## src/bfa_pkg.sv

```systemverilog
// Shared types, constants and state codes of the best-fit free-list allocator.
package bfa_pkg;

	localparam int AW = 20;
	localparam int SW = AW + 1;
	localparam int GW = SW + 1;
	localparam int NEED_W = GW + 1;

	localparam int HEADER_BYTES = 8;
	localparam int NODE_BYTES = 24;
	localparam int MIN_GRANT = (NODE_BYTES > HEADER_BYTES) ?
		((NODE_BYTES - HEADER_BYTES + 3) / 4) * 4 : 0;
	localparam int RESET_REGION = 65536;
	localparam int ADDR_SPAN = 1 << AW;

	localparam logic [2:0] STATUS_OK = 3'd0;
	localparam logic [2:0] STATUS_ZERO = 3'd1;
	localparam logic [2:0] STATUS_NOFIT = 3'd2;
	localparam logic [2:0] STATUS_UNKNOWN = 3'd3;
	localparam logic [2:0] STATUS_FULL = 3'd4;

	localparam logic FUNC_ALLOC = 1'b0;
	localparam logic FUNC_FREE = 1'b1;

	localparam logic REG_REGION = 1'b0;
	localparam logic REG_POLICY = 1'b1;

	localparam logic [1:0] POLICY_BEST = 2'd1;

	typedef struct packed {
		logic [AW-1:0] start;
		logic [SW-1:0] size;
	} seg_t;

	typedef struct packed {
		logic [AW-1:0] start;
		logic [SW-1:0] bytes;
	} alloc_t;

	typedef struct packed {
		logic set;
		logic clr;
		logic clr_all;
	} alloc_ctl_t;

	typedef enum logic [3:0] {
		S_INIT,
		S_IDLE,
		S_A_SCAN,
		S_A_DEC,
		S_F_FIND,
		S_F_SEGS,
		S_F_DEC,
		S_SHIFT_DN,
		S_SHIFT_UP,
		S_INS,
		S_DONE
	} state_t;

endpackage

```

## src/bfa_seg_mem.sv

```systemverilog
// Free segment table memory with one write port and one registered read port.
module bfa_seg_mem
	import bfa_pkg::*;
#(
	parameter int MAX_SEGMENTS = 16,
	parameter int SIW = 4
) (
	input  logic           clk,
	input  logic           we,
	input  logic [SIW-1:0] waddr,
	input  seg_t           wdata,
	input  logic [SIW-1:0] raddr,
	output seg_t           rdata
);

	seg_t mem [MAX_SEGMENTS];

	always_ff @(posedge clk) begin
		if (we) begin
			mem[waddr] <= wdata;
		end
		rdata <= mem[raddr];
	end

endmodule

```

## src/bfa_alloc_mem.sv

```systemverilog
// Live allocation memory with per-entry valid flags and a free-slot encoder.
module bfa_alloc_mem
	import bfa_pkg::*;
#(
	parameter int MAX_ALLOCS = 32,
	parameter int AIW = 5
) (
	input  logic           clk,
	input  logic           arst_n,
	input  alloc_ctl_t     ctl,
	input  logic [AIW-1:0] set_idx,
	input  alloc_t         set_data,
	input  logic [AIW-1:0] clr_idx,
	input  logic [AIW-1:0] raddr,
	output alloc_t         rdata,
	output logic           rvalid,
	output logic           any_free,
	output logic [AIW-1:0] free_idx
);

	alloc_t mem [MAX_ALLOCS];
	logic [MAX_ALLOCS-1:0] valid_q;

	always_ff @(posedge clk) begin
		if (ctl.set) begin
			mem[set_idx] <= set_data;
		end
		rdata <= mem[raddr];
	end

	always_ff @(posedge clk or negedge arst_n) begin
		if (!arst_n) begin
			valid_q <= '0;
			rvalid <= 1'b0;
		end else begin
			rvalid <= valid_q[raddr];
			if (ctl.clr_all) begin
				valid_q <= '0;
			end else begin
				if (ctl.set) begin
					valid_q[set_idx] <= 1'b1;
				end
				if (ctl.clr) begin
					valid_q[clr_idx] <= 1'b0;
				end
			end
		end
	end

	always_comb begin
		any_free = 1'b0;
		free_idx = '0;
		for (int i = MAX_ALLOCS - 1; i >= 0; i--) begin
			if (!valid_q[i]) begin
				any_free = 1'b1;
				free_idx = AIW'(i);
			end
		end
	end

endmodule

```

## src/best_fit_free_list_allocator.sv

```systemverilog
// Top level of the best-fit free-list allocator: handshake, sequencer and datapath.
//
// Each request is handled alone, one at a time, by a sequencer that walks the
// free segment table and the allocation table, both held in memories read one
// entry per cycle. An allocate runs a best-fit scan of the segment table,
// followed by a shift of the table tail when an exact fit removes a segment.
// A free first scans the allocation memory, then the segment table up to the
// insertion point, and then shifts the table tail by one entry per cycle when
// a segment is inserted or merged away. Results are held in an output
// register, so the next request is taken while a result waits. After reset
// an initialization state writes the first segment table entry before the
// first request is accepted.
module best_fit_free_list_allocator
	import bfa_pkg::*;
#(
	parameter int MAX_SEGMENTS = 16,
	parameter int MAX_ALLOCS = 32
) (
	input  logic          clk,
	input  logic          arst_n,
	input  logic          in_valid,
	output logic          in_stall,
	input  logic          func,
	input  logic [SW-1:0] request_size,
	input  logic [AW-1:0] block_address,
	output logic          out_valid,
	input  logic          out_stall,
	output logic [2:0]    status,
	output logic [AW-1:0] payload_address,
	input  logic          cfg_write,
	input  logic          cfg_index,
	input  logic [SW-1:0] cfg_data
);

	localparam int SIW = $clog2(MAX_SEGMENTS);
	localparam int CW = $clog2(MAX_SEGMENTS + 1);
	localparam int AIW = $clog2(MAX_ALLOCS);
	localparam int ACW = $clog2(MAX_ALLOCS + 1);

	localparam logic [SW-1:0] N_SW = SW'(NODE_BYTES);
	localparam logic [SW-1:0] H_SW = SW'(HEADER_BYTES);
	localparam logic [AW-1:0] H_AW = AW'(HEADER_BYTES);

	state_t state_q, state_d;

	logic [1:0]        policy_q;
	logic [CW-1:0]     count_q;
	logic [AW-1:0]     addr_q;
	logic [GW-1:0]     grant_q;
	logic [NEED_W-1:0] need_q;
	logic [CW-1:0]     issue_q;
	logic              pend_s1;
	logic [CW-1:0]     pidx_s1;
	logic              exact_q;
	logic              best_q;
	logic [SIW-1:0]    pick_q;
	logic [AW-1:0]     pick_start_q;
	logic [SW-1:0]     pick_size_q;
	logic [ACW-1:0]    a_issue_q;
	logic              a_pend_s1;
	logic [ACW-1:0]    a_pidx_s1;
	logic [AIW-1:0]    k_q;
	logic [AW-1:0]     s_q;
	logic [SW-1:0]     z_q;
	logic [CW-1:0]     p_q;
	logic              prev_ok_q;
	logic              pfound_q;
	seg_t              prev_q;
	seg_t              next_q;
	logic [2:0]        res_status_q;
	logic [AW-1:0]     res_addr_q;
	logic              out_valid_q;
	logic [2:0]        status_q;
	logic [AW-1:0]     paddr_q;

	logic           seg_we;
	logic [SIW-1:0] seg_waddr;
	seg_t           seg_wdata;
	logic [SIW-1:0] seg_raddr;
	seg_t           seg_rd;

	alloc_ctl_t     al_ctl;
	logic [AIW-1:0] al_raddr;
	alloc_t         al_rd;
	logic           al_rvalid;
	logic           al_any_free;
	logic [AIW-1:0] al_free_idx;
	alloc_t         al_set_data;

	logic              in_acc;
	logic              out_free;
	logic              cfg_region;
	logic [SW-1:0]     cfg_span;
	logic [GW-1:0]     grant_rnd;
	logic [GW-1:0]     grant_in;
	logic [NEED_W-1:0] need_in;
	logic              policy_gate;
	logic              seg_issue;
	logic              up_issue;
	logic              a_issue_ok;
	logic [NEED_W-1:0] rd_size_ext;
	logic              exact_hit;
	logic              fit_hit;
	logic              a_ok;
	logic              free_hit;
	logic              above;
	logic [SW-1:0]     prev_end;
	logic [SW-1:0]     blk_end;
	logic              mp;
	logic              mn;
	logic              dec_full;

	bfa_seg_mem #(
		.MAX_SEGMENTS(MAX_SEGMENTS),
		.SIW(SIW)
	) u_seg_mem (
		.clk(clk),
		.we(seg_we),
		.waddr(seg_waddr),
		.wdata(seg_wdata),
		.raddr(seg_raddr),
		.rdata(seg_rd)
	);

	bfa_alloc_mem #(
		.MAX_ALLOCS(MAX_ALLOCS),
		.AIW(AIW)
	) u_alloc_mem (
		.clk(clk),
		.arst_n(arst_n),
		.ctl(al_ctl),
		.set_idx(al_free_idx),
		.set_data(al_set_data),
		.clr_idx(k_q),
		.raddr(al_raddr),
		.rdata(al_rd),
		.rvalid(al_rvalid),
		.any_free(al_any_free),
		.free_idx(al_free_idx)
	);

	assign in_stall = (state_q != S_IDLE);
	assign in_acc = in_valid && !in_stall;
	assign out_free = !out_valid_q || !out_stall;
	assign out_valid = out_valid_q;
	assign status = status_q;
	assign payload_address = paddr_q;

	assign cfg_region = cfg_write && (cfg_index == REG_REGION);
	assign cfg_span = (cfg_data > SW'(ADDR_SPAN)) ? SW'(ADDR_SPAN) : cfg_data;

	assign grant_rnd = ({1'b0, request_size} + GW'(3)) & ~GW'(3);
	assign grant_in = (grant_rnd < GW'(MIN_GRANT)) ? GW'(MIN_GRANT) : grant_rnd;
	assign need_in = NEED_W'(grant_in) + NEED_W'(HEADER_BYTES);
	assign policy_gate = (policy_q != POLICY_BEST) && (count_q != CW'(1));

	assign seg_issue = issue_q < count_q;
	assign up_issue = issue_q > p_q;
	assign a_issue_ok = a_issue_q < ACW'(MAX_ALLOCS);

	assign rd_size_ext = NEED_W'(seg_rd.size);
	assign exact_hit = pend_s1 && !exact_q && (rd_size_ext + NEED_W'(NODE_BYTES) == need_q);
	assign fit_hit = pend_s1 && !exact_q && (rd_size_ext >= need_q)
		&& (!best_q || (seg_rd.size < pick_size_q));
	assign a_ok = (exact_q || best_q) && al_any_free;
	assign al_set_data = '{start: pick_start_q + H_AW, bytes: grant_q[SW-1:0]};

	assign free_hit = a_pend_s1 && al_rvalid && (al_rd.start == addr_q);
	assign above = pend_s1 && (seg_rd.start > s_q);

	assign prev_end = {1'b0, prev_q.start} + N_SW + prev_q.size;
	assign blk_end = {1'b0, s_q} + N_SW + z_q;
	assign mp = prev_ok_q && (prev_end == {1'b0, s_q});
	assign mn = pfound_q && (blk_end == {1'b0, next_q.start});
	assign dec_full = !mp && !mn && (count_q >= CW'(MAX_SEGMENTS));

	always_comb begin
		state_d = state_q;
		case (state_q)
			S_INIT: begin
				state_d = S_IDLE;
			end
			S_IDLE: begin
				if (in_acc) begin
					if (func == FUNC_FREE) begin
						state_d = S_F_FIND;
					end else if (request_size == '0 || policy_gate) begin
						state_d = S_DONE;
					end else begin
						state_d = S_A_SCAN;
					end
				end
			end
			S_A_SCAN: begin
				if (exact_hit || (!pend_s1 && !seg_issue)) begin
					state_d = S_A_DEC;
				end
			end
			S_A_DEC: begin
				state_d = (a_ok && exact_q) ? S_SHIFT_DN : S_DONE;
			end
			S_F_FIND: begin
				if (free_hit) begin
					state_d = S_F_SEGS;
				end else if (!a_pend_s1 && !a_issue_ok) begin
					state_d = S_DONE;
				end
			end
			S_F_SEGS: begin
				if (above || (!pend_s1 && !seg_issue)) begin
					state_d = S_F_DEC;
				end
			end
			S_F_DEC: begin
				if (mp && mn) begin
					state_d = S_SHIFT_DN;
				end else if (mp || mn || dec_full) begin
					state_d = S_DONE;
				end else begin
					state_d = S_SHIFT_UP;
				end
			end
			S_SHIFT_DN: begin
				if (!pend_s1 && !seg_issue) begin
					state_d = S_DONE;
				end
			end
			S_SHIFT_UP: begin
				if (!pend_s1 && !up_issue) begin
					state_d = S_INS;
				end
			end
			S_INS: begin
				state_d = S_DONE;
			end
			S_DONE: begin
				if (out_free) begin
					state_d = S_IDLE;
				end
			end
			default: begin
				state_d = S_INIT;
			end
		endcase
	end

	always_comb begin
		seg_we = 1'b0;
		seg_waddr = '0;
		seg_wdata = '0;
		seg_raddr = issue_q[SIW-1:0];
		al_raddr = a_issue_q[AIW-1:0];
		al_ctl = '0;
		case (state_q)
			S_INIT: begin
				seg_we = 1'b1;
				seg_wdata = '{start: '0, size: SW'(RESET_REGION - NODE_BYTES)};
			end
			S_A_DEC: begin
				al_ctl.set = a_ok;
				if (a_ok && !exact_q) begin
					seg_we = 1'b1;
					seg_waddr = pick_q;
					seg_wdata = '{start: pick_start_q + need_q[AW-1:0],
						size: pick_size_q - need_q[SW-1:0]};
				end
			end
			S_F_DEC: begin
				al_ctl.clr = !dec_full;
				if (mp) begin
					seg_we = 1'b1;
					seg_waddr = SIW'(p_q - CW'(1));
					seg_wdata = '{start: prev_q.start,
						size: prev_q.size + N_SW + z_q + (mn ? N_SW + next_q.size : '0)};
				end else if (mn) begin
					seg_we = 1'b1;
					seg_waddr = p_q[SIW-1:0];
					seg_wdata = '{start: s_q, size: next_q.size + N_SW + z_q};
				end
			end
			S_SHIFT_DN: begin
				seg_we = pend_s1;
				seg_waddr = SIW'(pidx_s1 - CW'(1));
				seg_wdata = seg_rd;
			end
			S_SHIFT_UP: begin
				seg_raddr = SIW'(issue_q - CW'(1));
				seg_we = pend_s1;
				seg_waddr = SIW'(pidx_s1 + CW'(1));
				seg_wdata = seg_rd;
			end
			S_INS: begin
				seg_we = 1'b1;
				seg_waddr = p_q[SIW-1:0];
				seg_wdata = '{start: s_q, size: z_q};
			end
			default: begin
			end
		endcase
		if (cfg_region) begin
			seg_we = 1'b1;
			seg_waddr = '0;
			seg_wdata = '{start: '0, size: cfg_span - N_SW};
			al_ctl.clr_all = 1'b1;
		end
	end

	always_ff @(posedge clk or negedge arst_n) begin
		if (!arst_n) begin
			state_q <= S_INIT;
			policy_q <= POLICY_BEST;
			count_q <= CW'(1);
			out_valid_q <= 1'b0;
		end else begin
			state_q <= state_d;
			case (state_q)
				S_INIT: begin
					count_q <= CW'(1);
				end
				S_SHIFT_DN: begin
					if (!pend_s1 && !seg_issue) begin
						count_q <= count_q - CW'(1);
					end
				end
				S_INS: begin
					count_q <= count_q + CW'(1);
				end
				default: begin
				end
			endcase
			if (cfg_region) begin
				count_q <= (cfg_span >= N_SW) ? CW'(1) : '0;
			end
			if (cfg_write && cfg_index == REG_POLICY) begin
				policy_q <= cfg_data[1:0];
			end
			if (state_q == S_DONE && out_free) begin
				out_valid_q <= 1'b1;
			end else if (!out_stall) begin
				out_valid_q <= 1'b0;
			end
		end
	end

	always_ff @(posedge clk) begin
		if (state_q == S_DONE && out_free) begin
			status_q <= res_status_q;
			paddr_q <= res_addr_q;
		end
		case (state_q)
			S_IDLE: begin
				addr_q <= block_address;
				grant_q <= grant_in;
				need_q <= need_in;
				issue_q <= '0;
				pend_s1 <= 1'b0;
				exact_q <= 1'b0;
				best_q <= 1'b0;
				a_issue_q <= '0;
				a_pend_s1 <= 1'b0;
				res_addr_q <= '0;
				res_status_q <= (request_size == '0) ? STATUS_ZERO : STATUS_NOFIT;
			end
			S_A_SCAN: begin
				pend_s1 <= seg_issue;
				pidx_s1 <= issue_q;
				if (seg_issue) begin
					issue_q <= issue_q + CW'(1);
				end
				if (exact_hit) begin
					exact_q <= 1'b1;
				end else if (fit_hit) begin
					best_q <= 1'b1;
				end
				if (exact_hit || fit_hit) begin
					pick_q <= pidx_s1[SIW-1:0];
					pick_start_q <= seg_rd.start;
					pick_size_q <= seg_rd.size;
				end
			end
			S_A_DEC: begin
				if (a_ok) begin
					res_status_q <= STATUS_OK;
					res_addr_q <= pick_start_q + H_AW;
				end else if (exact_q || best_q) begin
					res_status_q <= STATUS_FULL;
				end else begin
					res_status_q <= STATUS_NOFIT;
				end
				issue_q <= CW'(pick_q) + CW'(1);
				pend_s1 <= 1'b0;
			end
			S_F_FIND: begin
				a_pend_s1 <= a_issue_ok;
				a_pidx_s1 <= a_issue_q;
				if (a_issue_ok) begin
					a_issue_q <= a_issue_q + ACW'(1);
				end
				res_status_q <= STATUS_UNKNOWN;
				if (free_hit) begin
					k_q <= a_pidx_s1[AIW-1:0];
					s_q <= addr_q - H_AW;
					z_q <= H_SW + al_rd.bytes - N_SW;
					issue_q <= '0;
					pend_s1 <= 1'b0;
					prev_ok_q <= 1'b0;
					pfound_q <= 1'b0;
					p_q <= count_q;
				end
			end
			S_F_SEGS: begin
				pend_s1 <= seg_issue;
				pidx_s1 <= issue_q;
				if (seg_issue) begin
					issue_q <= issue_q + CW'(1);
				end
				if (above) begin
					pfound_q <= 1'b1;
					p_q <= pidx_s1;
					next_q <= seg_rd;
				end else if (pend_s1) begin
					prev_ok_q <= 1'b1;
					prev_q <= seg_rd;
				end
			end
			S_F_DEC: begin
				res_status_q <= dec_full ? STATUS_FULL : STATUS_OK;
				pend_s1 <= 1'b0;
				issue_q <= (mp && mn) ? p_q + CW'(1) : count_q;
			end
			S_SHIFT_DN: begin
				pend_s1 <= seg_issue;
				pidx_s1 <= issue_q;
				if (seg_issue) begin
					issue_q <= issue_q + CW'(1);
				end
			end
			S_SHIFT_UP: begin
				pend_s1 <= up_issue;
				pidx_s1 <= issue_q - CW'(1);
				if (up_issue) begin
					issue_q <= issue_q - CW'(1);
				end
			end
			default: begin
			end
		endcase
	end

endmodule

```

## config.mk

```make
export PLATFORM = sky130hd
export DESIGN_NAME = best_fit_free_list_allocator
export DESIGN_NICKNAME = d
export VERILOG_FILES = /design/src/bfa_pkg.sv /design/src/bfa_seg_mem.sv /design/src/bfa_alloc_mem.sv /design/src/best_fit_free_list_allocator.sv
export SDC_FILE = /design/constraint.sdc
export NUM_CORES = 2
export LEC_CHECK = 0
export BUFFER_PORTS_ARGS = -buffer_cell sky130_fd_sc_hd__buf_2
export CAP_MARGIN = 30
export CORE_MARGIN = 2
export CORE_UTILIZATION = 65
export DETAILED_ROUTE_END_ITERATION = 7
export HOLD_SLACK_MARGIN = 0.15
export PLACE_DENSITY = 0.82
export SLEW_MARGIN = 5
export SYNTH_ARGS = -nofsm -noshare
export SYNTH_HDL_FRONTEND = slang
export SYNTH_SLANG_ARGS = --single-unit
```

## constraint.sdc

```tcl
create_clock -name clk -period 29.1 [get_ports clk]
set_input_delay 1.455 -clock clk [delete_from_list [all_inputs] [get_ports clk]]
set_output_delay 1.455 -clock clk [all_outputs]
set_load 0.01 [all_outputs]
```

==> metrics <==
Fin Setup TNS 0 ps; detailed placement HPWL around 180000 um; post-layout minimum cycle time around 9800 ps; CTS tree built; core box area 153900 um2; Die W 397.5 um; placed inst area about 100000 um2; vias in the first global route between 50k and 60k; maximum clock path buffer count 3; sequential area share after synthesis between 60% and 70%; actual slew at the worst max-slew pin ~1400 ps; Final Routed Wirelength approximately 310000 um; synthesized area approximately 100000 um2; Post-Synthesis Net Count 6152; Synth Warn # 0; Core Rows 144; Clock Latency Late Sink 890 ps; CP startpoint kind flop; clk sinks approximately 2.3k; largest stage delay on the critical path just under 800 ps; drt drc 1; critical path class flop to flop; failing checks design-rule violations; Max Cap Viol 0; largest net degree at the start of global routing around 130; worst hold path class flop to flop; Pleak between 30 and 40 nW; Hold Fails Final Rpt 0; Netlist cell types 89; Hold Buf Count CTS 0; Area growth syn-to-layout 11.82%; maximum clock frequency ~0.10 GHz; Clk pin slew, worst setup/hold paths ~60 ps; period utilisation layout 33.65%; drt pass-1 iters 8; number of synthesized flops with an enable pin ~2.2k; die area 158000 um2; outcome complete, but fails checks; Avg WL per Cell 37.89 um; Worst Skew approximately 90 ps; antenna violations before repair 15; FFs w/ async S/R, synth between 1.5 and 2%; critical path peak fanout 22; # setup viols final 0; via count 61.60k; I/O Buffers 93; nature of the critical path endpoint flop; Placed Instances 7860; Critical Path AT between 10000 and 15000 ps; Post-CTS Repair Setup Buffers 0; final cell count without fillers around 8.3k; Hold Slack approximately 420 ps; maximum vdd drop between 0.00009 and 0.0001 V; PD cells 88.70 nW/um2; Layout Nets approximately 6.4k; Slew Viols, Final 0; fraction of layout cells with a size suffix above 1 ~22%; CP dominant cell by count ha_1; post-synthesis register bit count ~2.3k; RSZ-0062 raised after global routing false; iteration-0 DRC count of the detailed router approximately 11k; io pins 94; ANT nets after route 0; Clock Tree Root clkbuf_16; Die Height 397.5 um; CP delay by family, top compound AO/OA/AOI/OAI gates; Buf/Inv on CP 3; H-Tree Depth 4; slowest cell on the critical path o21bai_1; GPL Wtd Cong about 1; CP required just under 30000 ps; global-route wire length before repair between 400000 and 500000 um; Via density between 7 and 8; post-synthesis cell count 5806; total power approximately 10 mW; Relative slew margins under 10%; CTS Buf Count approximately 220; Resized cells post-CTS 0; commonest register cell after synthesis edfxtp_1; Final Cell Area approximately 110000 um2; starting density of the core between 60% and 70%; grt total ovfl 0; global-route usage over all layers approximately 40%; Mean Syn Cell Area 17.34 um2
==> routing by layer <==
metal	wire length, um	vias to the layer above	track usage (%)
li1	-	23810	-
met1	109300	31060	56.71
met2	142700	5785	58.42
met3	47730	932	11.23
met4	14870	10	17.19
met5	61	-	0
==> report_power, final <==
| group | switching, mW | total, mW | internal, mW |
|---|---|---|---|
| clock | 1.31 | 2.87 | 1.57 |
| sequential | 0.316 | 4.39 | 4.07 |
| combinational | 1.61 | 2.73 | 1.12 |
| total | 3.23 | 9.99 | 6.75 |
==> registers in the layout (all words and copies together), names as in the netlist, 6 cells and up <==
signal               flops
a_issue_q                6
res_addr_q              20
need_q                  20
u_alloc_mem.mem       1248
payload_address         20
grant_q                 19
next_q                  41
prev_q                  41
z_q                     19
pick_start_q            20
pick_size_q             21
u_alloc_mem.rdata       39
s_q                     20
u_seg_mem.mem          656
u_seg_mem.rdata         41
addr_q                  20
u_alloc_mem.valid_q     32
==> layout by cell type, fill, tap and decap left out, drive strengths merged, types with 21 or more instances in the layout <==
| cell | count |
|---|---|
| o21a | 30 |
| a21oi | 183 |
| and2 | 52 |
| mux2 | 47 |
| dfrtp | 43 |
| nor2b | 29 |
| nor2 | 225 |
| buf | 288 |
| xor2 | 119 |
| and3 | 80 |
| mux2i | 24 |
| or3 | 25 |
| a31oi | 64 |
| a21o | 58 |
| edfxtp | 2212 |
| a222oi | 21 |
| nor4 | 41 |
| fa | 25 |
| o21ai | 157 |
| or4 | 22 |
| clkinv | 92 |
| inv | 171 |
| ha | 252 |
| dfxtp | 80 |
| clkbuf | 295 |
| nand3 | 84 |
| nand4 | 54 |
| nand2 | 367 |
| mux4 | 564 |
| nor3 | 77 |
| xnor2 | 154 |
==> stage by stage <==
stage          setup slack, ps  utilization [%]
2_1_floorplan            19680                -
3_5_place_dp             19630            68.10
4_1_cts                  19560            72.72
6_report                 19310            73.16
5_1_grt                  18770            73.15
3_3_place_gp             19700            67.94
==> Yosys cell counts, drive strengths merged, types with 10 or more instances <==
cell type	number	area (um2)
a2111oi	10	91.34
a211oi	17	127.6
a21o	58	435.4
a21oi	183	915.9
a221oi	10	87.58
a222oi	21	210.2
a22o	11	96.34
a22oi	20	150.1
a31oi	64	415.4
and2	52	325.3
and3	80	500.5
buf	34	138.9
clkbuf	210	788.3
dfrtp	43	1076
dfxtp	80	1602
edfxtp	2212	66420
fa	25	500.5
ha	252	3153
inv	167	626.9
mux2	47	529.3
mux2i	24	240.2
mux4	564	12700
nand2	367	1378
nand2b	20	125.1
nand3	84	420.4
nand4	54	337.8
nor2	225	844.6
nor2b	29	181.4
nor3	77	385.4
nor4	41	256.5
o211ai	18	135.1
o21a	30	225.2
o21ai	157	785.8
o221a	14	157.7
o22ai	12	75.07
o31ai	10	75.07
or2	16	100.1
or3	25	156.4
or4	22	168.9
xnor2	154	1349
xor2	119	1050
==> kinds of logic (layout without fill, tap and decap cells) <==
logic type      after synthesis  after routing  share of synthesized area (%)
xor+xnor                    274            274                          2.406
simple gates               1133           1133                          5.495
other cells                   1              5                       0.003725
compound gates              735            735                          4.834
buf+inv                     414            864                          1.555
flops                      2337           2337                          68.70
fa+ha+maj                   277            277                          3.629
mux                         635            635                          13.38
==> cell type report <==
cell class,count,area (um2)
flip-flops and latches,2337,69150
clock buffers,295,5993
clock inverters,111,1106
inverters,170,639.4
well taps,2044,2557
repair buffers,288,2480
multi-input cells,3055,30630
diodes,4,10.01
fillers,8581,41300
==> path summary, 6_finish.rpt <==
| path | startpoint | to | slack (ps) | depth (start not counted) |
|---|---|---|---|---|
| max in group asynchronous | arst_n | u_alloc_mem.valid_q[0] | 27850 | 2 |
| min | a_pidx_s1[3] | k_q[3] | 420 | 0 |
| max reg2reg | s_q[3] | u_seg_mem.mem[8][20] | 19310 | 30 |
| max | s_q[3] | u_seg_mem.mem[8][20] | 19310 | 30 |
| min in group asynchronous | arst_n | policy_q[1] | 670 | 2 |
| min reg2reg | a_pidx_s1[3] | k_q[3] | 420 | 0 |
Power figures use the tool's default switching activity.
